<file path="src/rtl/odometer_with_slot_journal_unit_macros.svh">
// Assertion macros used by the top-level RTL file.
`ifndef ODOMETER_WITH_SLOT_JOURNAL_UNIT_MACROS_SVH
`define ODOMETER_WITH_SLOT_JOURNAL_UNIT_MACROS_SVH

// Same-cycle implication, checked at every rising clock edge outside reset.
`define OWSJ_ASSERT_NOW(label, ante, cons) \
    label: assert property (@(posedge i_clk) disable iff (!i_rst_n) (ante) |-> (cons)) \
        else $error("owsj assertion failed");

// Next-cycle implication.
`define OWSJ_ASSERT_NEXT(label, ante, cons) \
    label: assert property (@(posedge i_clk) disable iff (!i_rst_n) (ante) |=> (cons)) \
        else $error("owsj assertion failed");

`endif

</file>
<file path="src/rtl/owsj_pkg.sv">
package owsj_pkg;

    localparam int SLOT_COUNT = 8;
    localparam int SLOT_W     = (SLOT_COUNT > 1) ? $clog2(SLOT_COUNT) : 1;

    localparam logic [15:0] REC_MAGIC  = 16'h4F44;
    localparam logic [9:0]  MM_PER_M   = 10'd1000;
    localparam logic [11:0] SEC_PER_H  = 12'd3600;
    localparam logic [15:0] BASE_RESET = 16'h0040;
    localparam logic [15:0] DIST_RESET = 16'd100;
    localparam logic [15:0] INTV_RESET = 16'd60;
    localparam int          SLOT_BYTES_SH = 4;

    // Millimetres to metres: floor(mm * MM_RECIP / 2^MM_RECIP_SH) equals
    // floor(mm / 1000) for every 32-bit mm.
    localparam logic [31:0] MM_RECIP    = 32'h1062_4DD3;
    localparam int          MM_RECIP_SH = 38;

    // Divider width: trip metres times 3600 fits in 44 bits.
    localparam int DIV_W   = 44;
    localparam int DIV_CW  = $clog2(DIV_W + 1);

    localparam logic [2:0] FN_ADD     = 3'd0;
    localparam logic [2:0] FN_TICK    = 3'd1;
    localparam logic [2:0] FN_SAVE    = 3'd2;
    localparam logic [2:0] FN_TRIPCLR = 3'd3;
    localparam logic [2:0] FN_WDONE   = 3'd4;
    localparam logic [2:0] FN_OFFER   = 3'd5;
    localparam logic [2:0] FN_FINISH  = 3'd6;

    localparam logic [1:0] CFG_DIST = 2'd0;
    localparam logic [1:0] CFG_INTV = 2'd1;
    localparam logic [1:0] CFG_BASE = 2'd2;

    typedef struct packed {
        logic busy;
        logic done;
    } t_div_stat;

    function automatic logic [7:0] byte_sum32(input logic [31:0] w);
        byte_sum32 = w[7:0] + w[15:8] + w[23:16] + w[31:24];
    endfunction

    // Negated byte sum of the packed 15-byte record body.
    function automatic logic [7:0] rec_csum(input logic [15:0] magic, input logic [31:0] seq,
                                            input logic [31:0] tot, input logic [31:0] trp,
                                            input logic [7:0] rsv);
        logic [7:0] s;
        s = magic[7:0] + magic[15:8] + byte_sum32(seq) + byte_sum32(tot)
            + byte_sum32(trp) + rsv;
        rec_csum = 8'(8'd0 - s);
    endfunction

endpackage

</file>
<file path="src/rtl/owsj_req_if.sv">
interface owsj_req_if;
    logic        valid;
    logic        ready;
    logic [2:0]  func;
    logic [31:0] distance_mm;
    logic        write_ok;
    logic [2:0]  offered_slot;
    logic [15:0] rec_magic;
    logic [31:0] rec_seq;
    logic [31:0] rec_total;
    logic [31:0] rec_trip;
    logic [7:0]  rec_reserved;
    logic [7:0]  rec_checksum;

    modport source (output valid, func, distance_mm, write_ok, offered_slot, rec_magic,
                    rec_seq, rec_total, rec_trip, rec_reserved, rec_checksum,
                    input ready);
    modport sink (input valid, func, distance_mm, write_ok, offered_slot, rec_magic,
                  rec_seq, rec_total, rec_trip, rec_reserved, rec_checksum,
                  output ready);
endinterface

</file>
<file path="src/rtl/owsj_rsp_if.sv">
interface owsj_rsp_if;
    logic        valid;
    logic        ready;
    logic [31:0] total_metres;
    logic [31:0] trip_metres;
    logic [31:0] trip_seconds;
    logic [15:0] trip_avg_kmh;
    logic        save_request;
    logic [15:0] save_address;
    logic [31:0] save_seq;
    logic [7:0]  save_checksum;
    logic        restore_found;

    modport source (output valid, total_metres, trip_metres, trip_seconds, trip_avg_kmh,
                    save_request, save_address, save_seq, save_checksum, restore_found,
                    input ready);
    modport sink (input valid, total_metres, trip_metres, trip_seconds, trip_avg_kmh,
                  save_request, save_address, save_seq, save_checksum, restore_found,
                  output ready);
endinterface

</file>
<file path="src/rtl/owsj_div.sv">
module owsj_div (
    input  logic                            i_clk,
    input  logic                            i_rst_n,
    input  logic                            i_start,
    input  logic [owsj_pkg::DIV_W-1:0]      i_num,
    input  logic [owsj_pkg::DIV_W-1:0]      i_den,
    output logic [owsj_pkg::DIV_W-1:0]      o_quo,
    output owsj_pkg::t_div_stat             o_stat
);
    // Restoring divider, one quotient bit per cycle.
    logic [owsj_pkg::DIV_W:0]    r_rem, n_rem;
    logic [owsj_pkg::DIV_W-1:0]  r_quo, n_quo;
    logic [owsj_pkg::DIV_W-1:0]  r_den;
    logic [owsj_pkg::DIV_CW-1:0] r_cnt;
    logic                        r_busy, r_done;
    logic [owsj_pkg::DIV_W:0]    trial;

    always_comb begin
        trial = {r_rem[owsj_pkg::DIV_W-1:0], r_quo[owsj_pkg::DIV_W-1]};
        if (trial >= {1'b0, r_den}) begin
            n_rem = trial - {1'b0, r_den};
            n_quo = {r_quo[owsj_pkg::DIV_W-2:0], 1'b1};
        end else begin
            n_rem = trial;
            n_quo = {r_quo[owsj_pkg::DIV_W-2:0], 1'b0};
        end
    end

    always_ff @(posedge i_clk) begin
        if (!i_rst_n) begin
            r_busy <= 1'b0;
            r_done <= 1'b0;
            r_cnt  <= '0;
        end else begin
            r_done <= 1'b0;
            if (i_start) begin
                r_busy <= 1'b1;
                r_cnt  <= owsj_pkg::DIV_CW'(owsj_pkg::DIV_W);
            end else if (r_busy) begin
                r_cnt <= r_cnt - 1'b1;
                if (r_cnt == owsj_pkg::DIV_CW'(1)) begin
                    r_busy <= 1'b0;
                    r_done <= 1'b1;
                end
            end
        end
    end

    always_ff @(posedge i_clk) begin
        if (i_start) begin
            r_rem <= '0;
            r_quo <= i_num;
            r_den <= i_den;
        end else if (r_busy) begin
            r_rem <= n_rem;
            r_quo <= n_quo;
        end
    end

    assign o_quo       = r_quo;
    assign o_stat.busy = r_busy;
    assign o_stat.done = r_done;
endmodule

</file>
<file path="src/rtl/odometer_with_slot_journal_unit.sv">
// Odometer with a ring journal of saved records.
// Requests arrive on i_req (valid/ready): a function code plus its operands.
// Each accepted request produces exactly one response on o_rsp, carrying the
// counters after the request, the trip average speed and any save request.
// Configuration registers are written through i_cfg_we/i_cfg_index/i_cfg_data;
// the user must write them only while the block is idle, as the block does not
// enforce it; a write takes effect at once. A request passes through S_APPLY
// and S_MUL to S_OUT, where the response is offered; a request that adds
// distance first passes through S_MMCONV, turning millimetres into metres with
// a reciprocal multiply. With trip seconds nonzero, S_AVGGO then starts the
// 44-bit restoring divider for the average speed, which produces one quotient
// bit per cycle and takes most of the time, and S_DIVAVG waits for it. When
// trip seconds are zero the divider is skipped and S_OUT follows S_MUL. The
// block takes one request at a time: i_req.ready is high only when idle, so a
// new request is taken only after the response on o_rsp has been accepted.
// If the receiver stalls, the response is held unchanged in the output
// register and no new request is taken until it is accepted.
// After reset all counters and the journal state are zero and the
// configuration registers hold their defaults; the block is ready at once.
`include "odometer_with_slot_journal_unit_macros.svh"
module odometer_with_slot_journal_unit (
    input  logic        i_clk,
    input  logic        i_rst_n,
    input  logic        i_cfg_we,
    input  logic [1:0]  i_cfg_index,
    input  logic [15:0] i_cfg_data,
    owsj_req_if.sink    i_req,
    owsj_rsp_if.source  o_rsp
);
    localparam logic [2:0] S_IDLE   = 3'd0;
    localparam logic [2:0] S_MMCONV = 3'd1;
    localparam logic [2:0] S_APPLY  = 3'd2;
    localparam logic [2:0] S_MUL    = 3'd3;
    localparam logic [2:0] S_AVGGO  = 3'd4;
    localparam logic [2:0] S_DIVAVG = 3'd5;
    localparam logic [2:0] S_OUT    = 3'd6;

    localparam int SW = owsj_pkg::SLOT_W;
    localparam int DW = owsj_pkg::DIV_W;

    logic [2:0] r_state;

    // Configuration registers.
    logic [15:0] r_dist_th, r_intv_th, r_base;

    // Captured request.
    logic [2:0]  r_func;
    logic [31:0] r_mm;
    logic        r_ok;
    logic [2:0]  r_oslot;
    logic [15:0] r_magic;
    logic [31:0] r_rseq, r_rtot, r_rtrip;
    logic [7:0]  r_rres, r_rcs;

    // Whole metres of the captured distance.
    logic [31:0] r_metres;

    // Architectural state.
    logic [31:0] r_total, r_trip, r_time, r_saved, r_tss, r_lastseq, r_pend;
    logic [SW-1:0] r_next;
    logic          r_dirty, r_wpend;
    logic          r_bvalid;
    logic [31:0]   r_bseq, r_btot, r_btrip;
    logic [SW-1:0] r_bslot;

    // Products for the average speed.
    logic [DW-1:0] r_num, r_den;

    // Response register.
    logic        r_req, r_found;
    logic [15:0] r_addr, r_avg;
    logic [31:0] r_sseq;
    logic [7:0]  r_scs;

    logic                 div_start;
    logic [DW-1:0]        div_num, div_den, div_quo;
    owsj_pkg::t_div_stat  div_stat;

    logic        accept;
    logic [63:0] mm_prod;
    logic [32:0] add_tot, add_trip;
    logic [31:0] metres, seq_next;
    logic        offer_ok;
    logic [SW-1:0] slot_inc, bslot_inc;

    assign accept      = i_req.valid && i_req.ready;
    assign i_req.ready = (r_state == S_IDLE);

    // The divider serves the average speed only.
    always_comb begin
        div_start = (r_state == S_AVGGO);
        div_num   = r_num;
        div_den   = r_den;
    end

    owsj_div u_div (
        .i_clk   (i_clk),
        .i_rst_n (i_rst_n),
        .i_start (div_start),
        .i_num   (div_num),
        .i_den   (div_den),
        .o_quo   (div_quo),
        .o_stat  (div_stat)
    );

    assign mm_prod   = 64'(r_mm) * 64'(owsj_pkg::MM_RECIP);
    assign metres    = r_metres;
    assign add_tot   = {1'b0, r_total} + {1'b0, metres};
    assign add_trip  = {1'b0, r_trip} + {1'b0, metres};
    assign seq_next  = r_lastseq + 32'd1;
    assign slot_inc  = (32'(r_next) == 32'(owsj_pkg::SLOT_COUNT - 1)) ? '0 : r_next + 1'b1;
    assign bslot_inc = (32'(r_bslot) == 32'(owsj_pkg::SLOT_COUNT - 1)) ? '0 : r_bslot + 1'b1;
    assign offer_ok  = (32'(r_oslot) < 32'(owsj_pkg::SLOT_COUNT))
                       && (r_magic == owsj_pkg::REC_MAGIC)
                       && (owsj_pkg::rec_csum(r_magic, r_rseq, r_rtot, r_rtrip, r_rres)
                           == r_rcs);

    // Sequencer.
    always_ff @(posedge i_clk) begin
        if (!i_rst_n) begin
            r_state <= S_IDLE;
        end else begin
            unique case (r_state)
                S_IDLE: begin
                    if (accept) begin
                        r_state <= (i_req.func == owsj_pkg::FN_ADD) ? S_MMCONV : S_APPLY;
                    end
                end
                S_MMCONV: r_state <= S_APPLY;
                S_APPLY:  r_state <= S_MUL;
                S_MUL:    r_state <= (r_time == 32'd0) ? S_OUT : S_AVGGO;
                S_AVGGO:  r_state <= S_DIVAVG;
                S_DIVAVG: begin
                    if (div_stat.done) begin
                        r_state <= S_OUT;
                    end
                end
                S_OUT: begin
                    if (o_rsp.ready) begin
                        r_state <= S_IDLE;
                    end
                end
                default:  r_state <= S_IDLE;
            endcase
        end
    end

    // Request capture.
    always_ff @(posedge i_clk) begin
        if (accept) begin
            r_func  <= i_req.func;
            r_mm    <= i_req.distance_mm;
            r_ok    <= i_req.write_ok;
            r_oslot <= i_req.offered_slot;
            r_magic <= i_req.rec_magic;
            r_rseq  <= i_req.rec_seq;
            r_rtot  <= i_req.rec_total;
            r_rtrip <= i_req.rec_trip;
            r_rres  <= i_req.rec_reserved;
            r_rcs   <= i_req.rec_checksum;
        end
    end

    // Millimetres to whole metres by reciprocal multiplication.
    always_ff @(posedge i_clk) begin
        if (r_state == S_MMCONV) begin
            r_metres <= 32'(mm_prod[63:owsj_pkg::MM_RECIP_SH]);
        end
    end

    // Configuration.
    always_ff @(posedge i_clk) begin
        if (!i_rst_n) begin
            r_dist_th <= owsj_pkg::DIST_RESET;
            r_intv_th <= owsj_pkg::INTV_RESET;
            r_base    <= owsj_pkg::BASE_RESET;
        end else if (i_cfg_we) begin
            unique case (i_cfg_index)
                owsj_pkg::CFG_DIST: r_dist_th <= i_cfg_data;
                owsj_pkg::CFG_INTV: r_intv_th <= i_cfg_data;
                owsj_pkg::CFG_BASE: r_base    <= i_cfg_data;
                default: ;
            endcase
        end
    end

    // State update, one request per pass through S_APPLY.
    always_ff @(posedge i_clk) begin
        if (!i_rst_n) begin
            r_total <= '0; r_trip <= '0; r_time <= '0; r_saved <= '0;
            r_tss <= '0; r_lastseq <= '0; r_next <= '0; r_dirty <= 1'b0;
            r_wpend <= 1'b0; r_pend <= '0; r_bvalid <= 1'b0; r_bseq <= '0;
            r_btot <= '0; r_btrip <= '0; r_bslot <= '0;
            r_req <= 1'b0; r_found <= 1'b0; r_addr <= '0; r_sseq <= '0; r_scs <= '0;
        end else if (r_state == S_APPLY) begin
            r_req   <= 1'b0;
            r_found <= 1'b0;
            r_addr  <= '0;
            r_sseq  <= '0;
            r_scs   <= '0;
            unique case (r_func)
                owsj_pkg::FN_ADD: begin
                    if (metres != 32'd0) begin
                        r_total <= add_tot[32] ? 32'hFFFF_FFFF : add_tot[31:0];
                        r_trip  <= add_trip[32] ? 32'hFFFF_FFFF : add_trip[31:0];
                        if (((add_tot[32] ? 32'hFFFF_FFFF : add_tot[31:0]) - r_saved)
                            >= 32'(r_dist_th)) begin
                            r_dirty <= 1'b1;
                        end
                    end
                end
                owsj_pkg::FN_TICK: begin
                    r_time <= r_time + 32'd1;
                    r_tss  <= r_tss + 32'd1;
                    if ((r_tss + 32'd1) >= 32'(r_intv_th)) begin
                        r_dirty <= 1'b1;
                    end
                end
                owsj_pkg::FN_SAVE: begin
                    if (r_dirty || r_total != r_saved) begin
                        r_req   <= 1'b1;
                        r_sseq  <= seq_next;
                        r_addr  <= 16'(32'(r_base) + (32'(r_next) << owsj_pkg::SLOT_BYTES_SH));
                        r_scs   <= owsj_pkg::rec_csum(owsj_pkg::REC_MAGIC, seq_next,
                                                      r_total, r_trip, 8'd0);
                        r_pend  <= r_total;
                        r_wpend <= 1'b1;
                    end
                end
                owsj_pkg::FN_TRIPCLR: begin
                    r_trip  <= '0;
                    r_time  <= '0;
                    r_dirty <= 1'b1;
                end
                owsj_pkg::FN_WDONE: begin
                    if (r_wpend && r_ok) begin
                        r_lastseq <= seq_next;
                        r_saved   <= r_pend;
                        r_tss     <= '0;
                        r_next    <= slot_inc;
                        r_dirty   <= 1'b0;
                    end
                    r_wpend <= 1'b0;
                end
                owsj_pkg::FN_OFFER: begin
                    if (offer_ok && (!r_bvalid || r_rseq > r_bseq)) begin
                        r_bvalid <= 1'b1;
                        r_bseq   <= r_rseq;
                        r_btot   <= r_rtot;
                        r_btrip  <= r_rtrip;
                        r_bslot  <= SW'(r_oslot);
                    end
                end
                owsj_pkg::FN_FINISH: begin
                    r_time <= '0;
                    r_tss  <= '0;
                    if (r_bvalid) begin
                        r_total   <= r_btot;
                        r_trip    <= r_btrip;
                        r_saved   <= r_btot;
                        r_lastseq <= r_bseq;
                        r_next    <= bslot_inc;
                        r_found   <= 1'b1;
                    end else begin
                        r_total   <= '0;
                        r_trip    <= '0;
                        r_saved   <= '0;
                        r_lastseq <= '0;
                        r_next    <= '0;
                    end
                    r_dirty  <= 1'b0;
                    r_wpend  <= 1'b0;
                    r_bvalid <= 1'b0;
                    r_bseq   <= '0;
                    r_btot   <= '0;
                    r_btrip  <= '0;
                    r_bslot  <= '0;
                end
                default: ;
            endcase
        end
    end

    // Average speed: products registered, then divided; saturates at 16 bits.
    always_ff @(posedge i_clk) begin
        if (r_state == S_MUL) begin
            r_num <= DW'(r_trip) * DW'(owsj_pkg::SEC_PER_H);
            r_den <= DW'(r_time) * DW'(owsj_pkg::MM_PER_M);
            r_avg <= '0;
        end else if (r_state == S_DIVAVG && div_stat.done) begin
            r_avg <= (div_quo[DW-1:16] != '0) ? 16'hFFFF : div_quo[15:0];
        end
    end

    assign o_rsp.valid         = (r_state == S_OUT);
    assign o_rsp.total_metres  = r_total;
    assign o_rsp.trip_metres   = r_trip;
    assign o_rsp.trip_seconds  = r_time;
    assign o_rsp.trip_avg_kmh  = r_avg;
    assign o_rsp.save_request  = r_req;
    assign o_rsp.save_address  = r_addr;
    assign o_rsp.save_seq      = r_sseq;
    assign o_rsp.save_checksum = r_scs;
    assign o_rsp.restore_found = r_found;

    // A response with no save request carries a zero sequence.
    `OWSJ_ASSERT_NOW(a_noreq_zero, o_rsp.valid && !o_rsp.save_request, o_rsp.save_seq == 32'd0)
    // An accepted request always moves the sequencer out of idle.
    `OWSJ_ASSERT_NEXT(a_accept_busy, accept, r_state != S_IDLE)
    // The divider only runs while the sequencer waits on it.
    `OWSJ_ASSERT_NOW(a_div_owner, div_stat.busy && !div_start, r_state == S_DIVAVG)
    // The divider is never restarted while busy.
    `OWSJ_ASSERT_NOW(a_div_start, div_start, !div_stat.busy)
endmodule
</file>
<file path="src/flat_wrapper.sv">
// flat-port wrapper written by rule: the top's interface ports become plain ports
module odometer_with_slot_journal_unit_flat 
  (i_clk, i_rst_n, i_cfg_we, i_cfg_index, i_cfg_data, i_req_valid, i_req_func, i_req_distance_mm, i_req_write_ok, i_req_offered_slot, i_req_rec_magic, i_req_rec_seq, i_req_rec_total, i_req_rec_trip, i_req_rec_reserved, i_req_rec_checksum, i_req_ready, o_rsp_valid, o_rsp_total_metres, o_rsp_trip_metres, o_rsp_trip_seconds, o_rsp_trip_avg_kmh, o_rsp_save_request, o_rsp_save_address, o_rsp_save_seq, o_rsp_save_checksum, o_rsp_restore_found, o_rsp_ready);
  owsj_req_if i_req_i ();
  owsj_rsp_if o_rsp_i ();
  input  logic i_clk;
  input  logic i_rst_n;
  input  logic i_cfg_we;
  input  logic [1:0] i_cfg_index;
  input  logic [15:0] i_cfg_data;
  input wire logic [$bits(i_req_i.valid)-1:0] i_req_valid;
  input wire logic [$bits(i_req_i.func)-1:0] i_req_func;
  input wire logic [$bits(i_req_i.distance_mm)-1:0] i_req_distance_mm;
  input wire logic [$bits(i_req_i.write_ok)-1:0] i_req_write_ok;
  input wire logic [$bits(i_req_i.offered_slot)-1:0] i_req_offered_slot;
  input wire logic [$bits(i_req_i.rec_magic)-1:0] i_req_rec_magic;
  input wire logic [$bits(i_req_i.rec_seq)-1:0] i_req_rec_seq;
  input wire logic [$bits(i_req_i.rec_total)-1:0] i_req_rec_total;
  input wire logic [$bits(i_req_i.rec_trip)-1:0] i_req_rec_trip;
  input wire logic [$bits(i_req_i.rec_reserved)-1:0] i_req_rec_reserved;
  input wire logic [$bits(i_req_i.rec_checksum)-1:0] i_req_rec_checksum;
  output wire logic [$bits(i_req_i.ready)-1:0] i_req_ready;
  output wire logic [$bits(o_rsp_i.valid)-1:0] o_rsp_valid;
  output wire logic [$bits(o_rsp_i.total_metres)-1:0] o_rsp_total_metres;
  output wire logic [$bits(o_rsp_i.trip_metres)-1:0] o_rsp_trip_metres;
  output wire logic [$bits(o_rsp_i.trip_seconds)-1:0] o_rsp_trip_seconds;
  output wire logic [$bits(o_rsp_i.trip_avg_kmh)-1:0] o_rsp_trip_avg_kmh;
  output wire logic [$bits(o_rsp_i.save_request)-1:0] o_rsp_save_request;
  output wire logic [$bits(o_rsp_i.save_address)-1:0] o_rsp_save_address;
  output wire logic [$bits(o_rsp_i.save_seq)-1:0] o_rsp_save_seq;
  output wire logic [$bits(o_rsp_i.save_checksum)-1:0] o_rsp_save_checksum;
  output wire logic [$bits(o_rsp_i.restore_found)-1:0] o_rsp_restore_found;
  input wire logic [$bits(o_rsp_i.ready)-1:0] o_rsp_ready;
  assign i_req_i.valid = i_req_valid;
  assign i_req_i.func = i_req_func;
  assign i_req_i.distance_mm = i_req_distance_mm;
  assign i_req_i.write_ok = i_req_write_ok;
  assign i_req_i.offered_slot = i_req_offered_slot;
  assign i_req_i.rec_magic = i_req_rec_magic;
  assign i_req_i.rec_seq = i_req_rec_seq;
  assign i_req_i.rec_total = i_req_rec_total;
  assign i_req_i.rec_trip = i_req_rec_trip;
  assign i_req_i.rec_reserved = i_req_rec_reserved;
  assign i_req_i.rec_checksum = i_req_rec_checksum;
  assign i_req_ready = i_req_i.ready;
  assign o_rsp_valid = o_rsp_i.valid;
  assign o_rsp_total_metres = o_rsp_i.total_metres;
  assign o_rsp_trip_metres = o_rsp_i.trip_metres;
  assign o_rsp_trip_seconds = o_rsp_i.trip_seconds;
  assign o_rsp_trip_avg_kmh = o_rsp_i.trip_avg_kmh;
  assign o_rsp_save_request = o_rsp_i.save_request;
  assign o_rsp_save_address = o_rsp_i.save_address;
  assign o_rsp_save_seq = o_rsp_i.save_seq;
  assign o_rsp_save_checksum = o_rsp_i.save_checksum;
  assign o_rsp_restore_found = o_rsp_i.restore_found;
  assign o_rsp_i.ready = o_rsp_ready;
  odometer_with_slot_journal_unit u_core (.i_clk(i_clk), .i_rst_n(i_rst_n), .i_cfg_we(i_cfg_we), .i_cfg_index(i_cfg_index), .i_cfg_data(i_cfg_data), .i_req(i_req_i), .o_rsp(o_rsp_i));
endmodule
</file>
<file path="config.mk">
export PLATFORM = sky130hd
export DESIGN_NAME = odometer_with_slot_journal_unit_flat
export DESIGN_NICKNAME = d
export VERILOG_FILES = /design/src/rtl/owsj_pkg.sv /design/src/rtl/owsj_req_if.sv /design/src/rtl/owsj_rsp_if.sv /design/src/rtl/owsj_div.sv /design/src/rtl/odometer_with_slot_journal_unit.sv /design/src/flat_wrapper.sv
export VERILOG_INCLUDE_DIRS = /design/src /design/src/rtl
export SDC_FILE = /design/constraint.sdc
export NUM_CORES = 2
export LEC_CHECK = 0
export BUFFER_PORTS_ARGS = -buffer_cell sky130_fd_sc_hd__buf_2
export CORE_ASPECT_RATIO = 1.2
export CORE_MARGIN = 5
export CORE_UTILIZATION = 60
export DETAILED_ROUTE_END_ITERATION = 16
export GPL_ROUTABILITY_DRIVEN = 0
export PLACE_DENSITY = 0.78
export RECOVER_POWER = 100
export SLEW_MARGIN = 20
export SYNTH_ARGS = -nofsm -noshare
export SYNTH_HDL_FRONTEND = slang
export SYNTH_SLANG_ARGS = --single-unit
</file>
<file path="constraint.sdc">
create_clock -name i_clk -period 12.8 [get_ports i_clk]
set_clock_uncertainty 0.05 [all_clocks]
set_input_delay 0.64 -clock i_clk [delete_from_list [all_inputs] [get_ports i_clk]]
set_output_delay 0.64 -clock i_clk [all_outputs]
set_load 0.05 [all_outputs]
</file>
Word level (Yosys, flattened, before mapping) --
Index checks and enable logic that the tools add are counted.
Word-level totals: output and inout bits 172, register bits after elaboration 858, bits of input ports 190, word-level logic and storage cells 229
Cells by class: bitwise operators 2, multipliers 3, equality and inequality tests 29, $lt $le $gt $ge 4, add/sub/neg operators 39, reduce and logical (&&, ||, !) cells 41, multiplexer cells 65
Operators by type and width (count):
- 32-bit 2-to-1 mux | 15
- 32-bit case mux with 2 select lines | 7
- 8-bit adder | 25
- 32-bit case mux with 3 select lines | 2
- 44-bit 2-to-1 mux | 3
- 32-bit by 1-bit adder with 32-bit output (second input constant) | 3
- 32-bit by 23-bit adder with 33-bit output | 2
- 32-bit by 16-bit greater-or-equal comparator with 1-bit output | 2
- 32-bit by 29-bit multiplier with 61-bit output (second input constant) | 1
- 16-bit 2-to-1 mux | 3
- 45-bit by 42-bit greater-or-equal comparator with 1-bit output | 1
- 44-bit by 42-bit subtractor with 44-bit output | 1
- 32-bit by 8-bit multiplier with 40-bit output (second input constant) | 1
- 32-bit by 7-bit multiplier with 39-bit output (second input constant) | 1
- 32-bit > comparator | 1
- 32-bit logical NOT | 1
- 32-bit != test | 1
- 32-bit nonzero test | 1
- 32-bit subtractor | 1
- 28-bit nonzero test | 1
- 3-bit equality test (second input constant) | 8
- 3-bit 2-to-1 mux | 8
- 3-bit AND reduction | 8
- 3-bit case mux with 7 select lines | 1
- other kinds (34) | 85

Logic depth before layout (Yosys ltp) --
word-level depth 13, mapped depth 30, depth with buffers taken out 29

Cells and area by module --
Synthesis repeated with hierarchy kept, for this count alone.
Unflattened totals: cells, all modules 6889, area, all modules 69017.4 sq um
By module, submodules not included:
- odometer_with_slot_journal_unit | area an instance 61033.5 sq um, seq. area each 17166.5 sq um, times used 1, cells each 6119
- owsj_div | area an instance 7983.9 sq um, seq. area each 3683.5 sq um, times used 1, cells each 770

Worst setup path after synthesis --
OpenSTA, ideal clock, no wires.
kind register to register, start reg u_core.r_mm[8], end reg u_core.r_metres[20], in the netlist u_core.metres[20], data pin, required time 12487 ps, setup time 263 ps, period minus slack after synthesis 6742 ps, arrival time 6429 ps, path buffers 0, cell stages (with the launch flop) 24, setup slack 6058 ps, cells stage by stage edfxtp_1 -> ha_1 -> fa_1 -> inv_1 -> fa_1 -> inv_1 -> fa_1 -> fa_1 -> inv_1 -> fa_1 -> inv_1 -> fa_1 -> fa_1 -> ha_1 -> nand2_1 -> o21ai_0 -> a2111oi_0 -> o311ai_0 -> nor3_1 -> o21ai_0 -> o221ai_1 -> o31ai_1 -> a211oi_1 -> nor2_1
On the way: cells in the longest elaborated chain, start to end 1
Ends and longest elaborated chain:
- start, declared | RTL line odometer_with_slot_journal_unit.sv:48 | logic [31:0] r_mm;
- start signal, assigned | RTL line odometer_with_slot_journal_unit.sv:152 | r_mm <= i_req.distance_mm;
- 32-bit by 29-bit multiplier with 61-bit output | RTL line odometer_with_slot_journal_unit.sv:106 | assign mm_prod = 64'(r_mm) * 64'(owsj_pkg::MM_RECIP);
- net u_core.mm_prod[58] | RTL line odometer_with_slot_journal_unit.sv:80 | logic [63:0] mm_prod;
- end signal, assigned | RTL line odometer_with_slot_journal_unit.sv:167 | r_metres <= 32'(mm_prod[63:owsj_pkg::MM_RECIP_SH]);
- end, declared | RTL line odometer_with_slot_journal_unit.sv:56 | logic [31:0] r_metres;
The timed path passes the listed nets, and every way through them passes these cells. A chain may end at the register's enable or synchronous reset.

Worst setup path after layout --
start in i_rst_n, end reg u_core.r_lastseq[10]
RTL lines:
- start, declared | RTL line flat_wrapper.sv:7 | input logic i_rst_n;
- end signal, assigned | RTL line odometer_with_slot_journal_unit.sv:237 | r_lastseq <= seq_next;
- end signal, assigned | RTL line odometer_with_slot_journal_unit.sv:261 | r_lastseq <= r_bseq;
- end, declared | RTL line odometer_with_slot_journal_unit.sv:59 | logic [31:0] r_total, r_trip, r_time, r_saved, r_tss, r_lastseq, r_pend;
No word-level cell between the ends.

==> run metrics <==
status=complete, but fails checks; failing checks=max-capacitance violations, max-slew violations; crit-path leading delay family=buffers and inverters; total track usage=31.88%; Initial Util=60.33%; IO Port Bufs=361; Synth cell types=125; crit path time final=9.196 ns; CP Capture Type=flip-flop; largest net degree at the start of global routing=223; First DRT Iteration DRCs=5136; Cell Chain, Critical Path=clkbuf_1 > clkinvlp_2 > clkbuf_2 > a221oi_1; worst hold path type=in2reg; Syn Inst Count=7343; die width=321.8 um; Root Driver=clkbuf_16; H-tree depth=3; R2R Setup Slk=3.61 ns; Power Dens Cells=268.2 nW/um^2; core area=116000 um^2; row cnt=137; vias in the first global route=55604; mean area per synthesized cell=9.534 um^2; remaining global-route overflow=0; Sinks on Clock Net=858; DRC=0; Final Setup Violations=0; number of synthesized flops with an enable pin=352; global-route wire length before repair=309300 um; final WL=200000 um; non-filler instance count after layout=9251; crit path max fanout=222; hold path depth=1; Setup Buffers After CTS=0; dpl cells=9017; Tot Pwr=20.48 mW; DR vias=54912; CP peak stage delay=3.79 ns; Cell Area, Placed=73040 um^2; Die Area=123600 um^2; dominant synthesized flop cell=dfxtp_1; Syn-to-layout area delta=9.106%; hold path start=i_req_rec_seq[2]; Buf/Inv on CP=3; LEAKAGE=35.43 nW; share of cells above drive strength 1=5.221%; CTS tree=done; crit share post-route=71.84%; worst flop-to-flop path startpoint=u_core.r_state[2]; CP max stage cell=clkinvlp_2; Mapped Nets=8986; final instance area=76380 um^2; CTS Buf Count=91; post-DP HPWL=154100 um; Final Hold Vio Count=0; YS warnings=0; WP depth=4; FFs w/ async S/R, synth=0%; #FFs+latches synth=858; Avg WL per Cell=21.62 um; Worst Path Arrival=9.70 ns; VDD IR max=0.0004974 V; Setup TNS=0 ns; # IOs=362; Required @ worst endpoint=13.30 ns; post-route ant nets=0; Max Freq=108.7 MHz; post-synthesis cell area=70010 um^2; Clock Path Buffers=3; Slew @ Worst Pin=4.865 ns; Max-slew headroom=-224.3%; Via-to-Cell Ratio=5.936; R2R Path End=u_core.r_rseq[20]; RSZ-0062 raised after global routing=false; Seq/Total Area, Yosys=29.57%; crit start category=input port; die height=384.2 um; Slew Viols, Final=1020; FF-to-FF path depth=4; clock slew at reported path FFs=0.06 ns; initial antenna violation count=9; number of max-cap violations=16; Setup CP Type=in2reg; Skew-Pair Late Insertion Delay=0.74 ns; Net count, final=9284; Worst Hold Endpoint=u_core.r_rseq[2]; drt pass-1 iters=7
==> worst register-to-register path, delay by kind of cell (launching register included) <==
family,cells,cell delay [ns]
DFF,1,0.50
and+or+nand+nor,2,2.86
buffers and inverters,2,5.26
==> power breakdown <==
| part | internal [mW] | switching (mW) | leakage, nW |
|---|---|---|---|
| registers | 3.25 | 0.281 | 7.33 |
| clock network | 1.65 | 1.19 | 1.55 |
| logic | 6.01 | 8.11 | 26.6 |
==> cells by family after synthesis <==
kind of cell | Yosys count | share of synthesized area (%)
buffers and inverters | 1476 | 8.064
XOR/XNOR | 355 | 4.472
multiplexers | 52 | 0.7506
AO/OA/AOI/OAI | 1369 | 12.97
flip-flops | 858 | 29.57
AND/OR/NAND/NOR | 1780 | 11.57
adder cells (fa/ha/maj) | 1453 | 32.61
==> per-stage QoR <==
| stage | setup slack [ns] | utilization (%) | hold slack, ns |
|---|---|---|---|
| floorplan | 6.058 | - | 0.3503 |
| global placement | 5.078 | 62.94 | 0.3516 |
| detailed placement | 4.803 | 62.94 | 0.3545 |
| CTS | 4.733 | 66.21 | 0.0003964 |
| global route | 2.918 | 65.82 | 0.02810 |
| finish | 3.604 | 65.82 | 0.04134 |
==> synthesized netlist by cell type, types with 30 or more instances <==
| cell | instances | area, um^2 |
|---|---|---|
| a211oi_1 | 64 | 480.5 |
| a21o_1 | 136 | 1021 |
| a21oi_1 | 415 | 2077 |
| a221oi_1 | 44 | 385.4 |
| a22oi_1 | 82 | 615.6 |
| a311oi_1 | 42 | 367.9 |
| a31oi_1 | 78 | 488.0 |
| and3_1 | 44 | 275.3 |
| buf_2 | 44 | 220.2 |
| clkbuf_1 | 183 | 686.9 |
| dfxtp_1 | 506 | 10130 |
| edfxtp_1 | 352 | 10570 |
| fa_1 | 619 | 12390 |
| ha_1 | 834 | 10440 |
| inv_1 | 1225 | 4598 |
| mux2i_1 | 48 | 480.5 |
| nand2_1 | 630 | 2365 |
| nand2b_1 | 38 | 237.7 |
| nand3_1 | 129 | 645.6 |
| nand4_1 | 61 | 381.6 |
| nor2_1 | 593 | 2226 |
| nor2b_1 | 30 | 187.7 |
| nor3_1 | 66 | 330.3 |
| nor4_1 | 44 | 275.3 |
| o21a_1 | 41 | 307.8 |
| o21ai_0 | 237 | 1186 |
| o21bai_1 | 33 | 247.7 |
| xnor2_1 | 244 | 2137 |
| xor2_1 | 109 | 954.7 |
==> cell usage in the layout (no fill, tap or decap), types with 128 or more instances in the layout <==
cell | synthesis | final
inv_1 | 1225 | 1225
o21ai_0 | 237 | 238
nand2_1 | 630 | 628
clkbuf_1 | 183 | 263
xnor2_1 | 244 | 244
ha_1 | 834 | 834
a21o_1 | 136 | 136
a21oi_1 | 415 | 416
nand3_1 | 129 | 128
edfxtp_1 | 352 | 352
fa_1 | 619 | 619
nor2_1 | 593 | 591
dfxtp_1 | 506 | 505
buf_2 | 44 | 129
==> repair_timing <==
item                                    4_1_cts  5_1_grt
endpoints found under the hold margin        59        0
hold buffers                                 59        0
resized for setup                             0        0
endpoints found under the setup margin        0        0
==> state kept, by name (all words and copies together) (netlist names), 39 cells and up <==
signal / flops
u_core.u_div.r_rem: 44
u_core.div_num: 40
u_core.div_den: 39
u_core.u_div.r_den: 39
u_core.u_div.o_quo: 44
==> how the worst max path moves through the flow <==
stage	to	slack [ns]	from
3_3_place_gp	u_core.r_btot[9]	5.08	u_core.r_rtot[10]
3_5_place_dp	u_core.r_btot[20]	4.80	u_core.r_rtot[10]
6_report	u_core.r_lastseq[10]	3.60	i_rst_n
5_1_grt	u_core.r_lastseq[12]	2.92	i_rst_n
2_1_floorplan	u_core.metres[20]	6.06	u_core.r_mm[8]
4_1_cts	u_core.r_btot[20]	4.73	u_core.r_rtrip[26]
==> routing by layer <==
| layer | GRT usage [%] | vias to the layer above | wire (um) |
|---|---|---|---|
| met3 | 4.978 | 640 | 16290 |
| met5 | 0 | - | 57 |
| li1 | - | 25262 | - |
| met1 | 40.93 | 26586 | 77350 |
| met4 | 18.30 | 8 | 14240 |
| met2 | 51.59 | 2416 | 92070 |
==> layout make-up <==
class	count	area [um^2]
Timing Repair Buffer	453	2325
Inverter	1228	4612
Clock inverter	53	694.4
Multi-Input combinational cell	5009	43620
Clock buffer	118	2514
Antenna cell	3	7.507
Sequential cell	858	20700
Fill cell	9112	39670
Tap cell	1529	1913
Power figures use the tool's default switching activity.
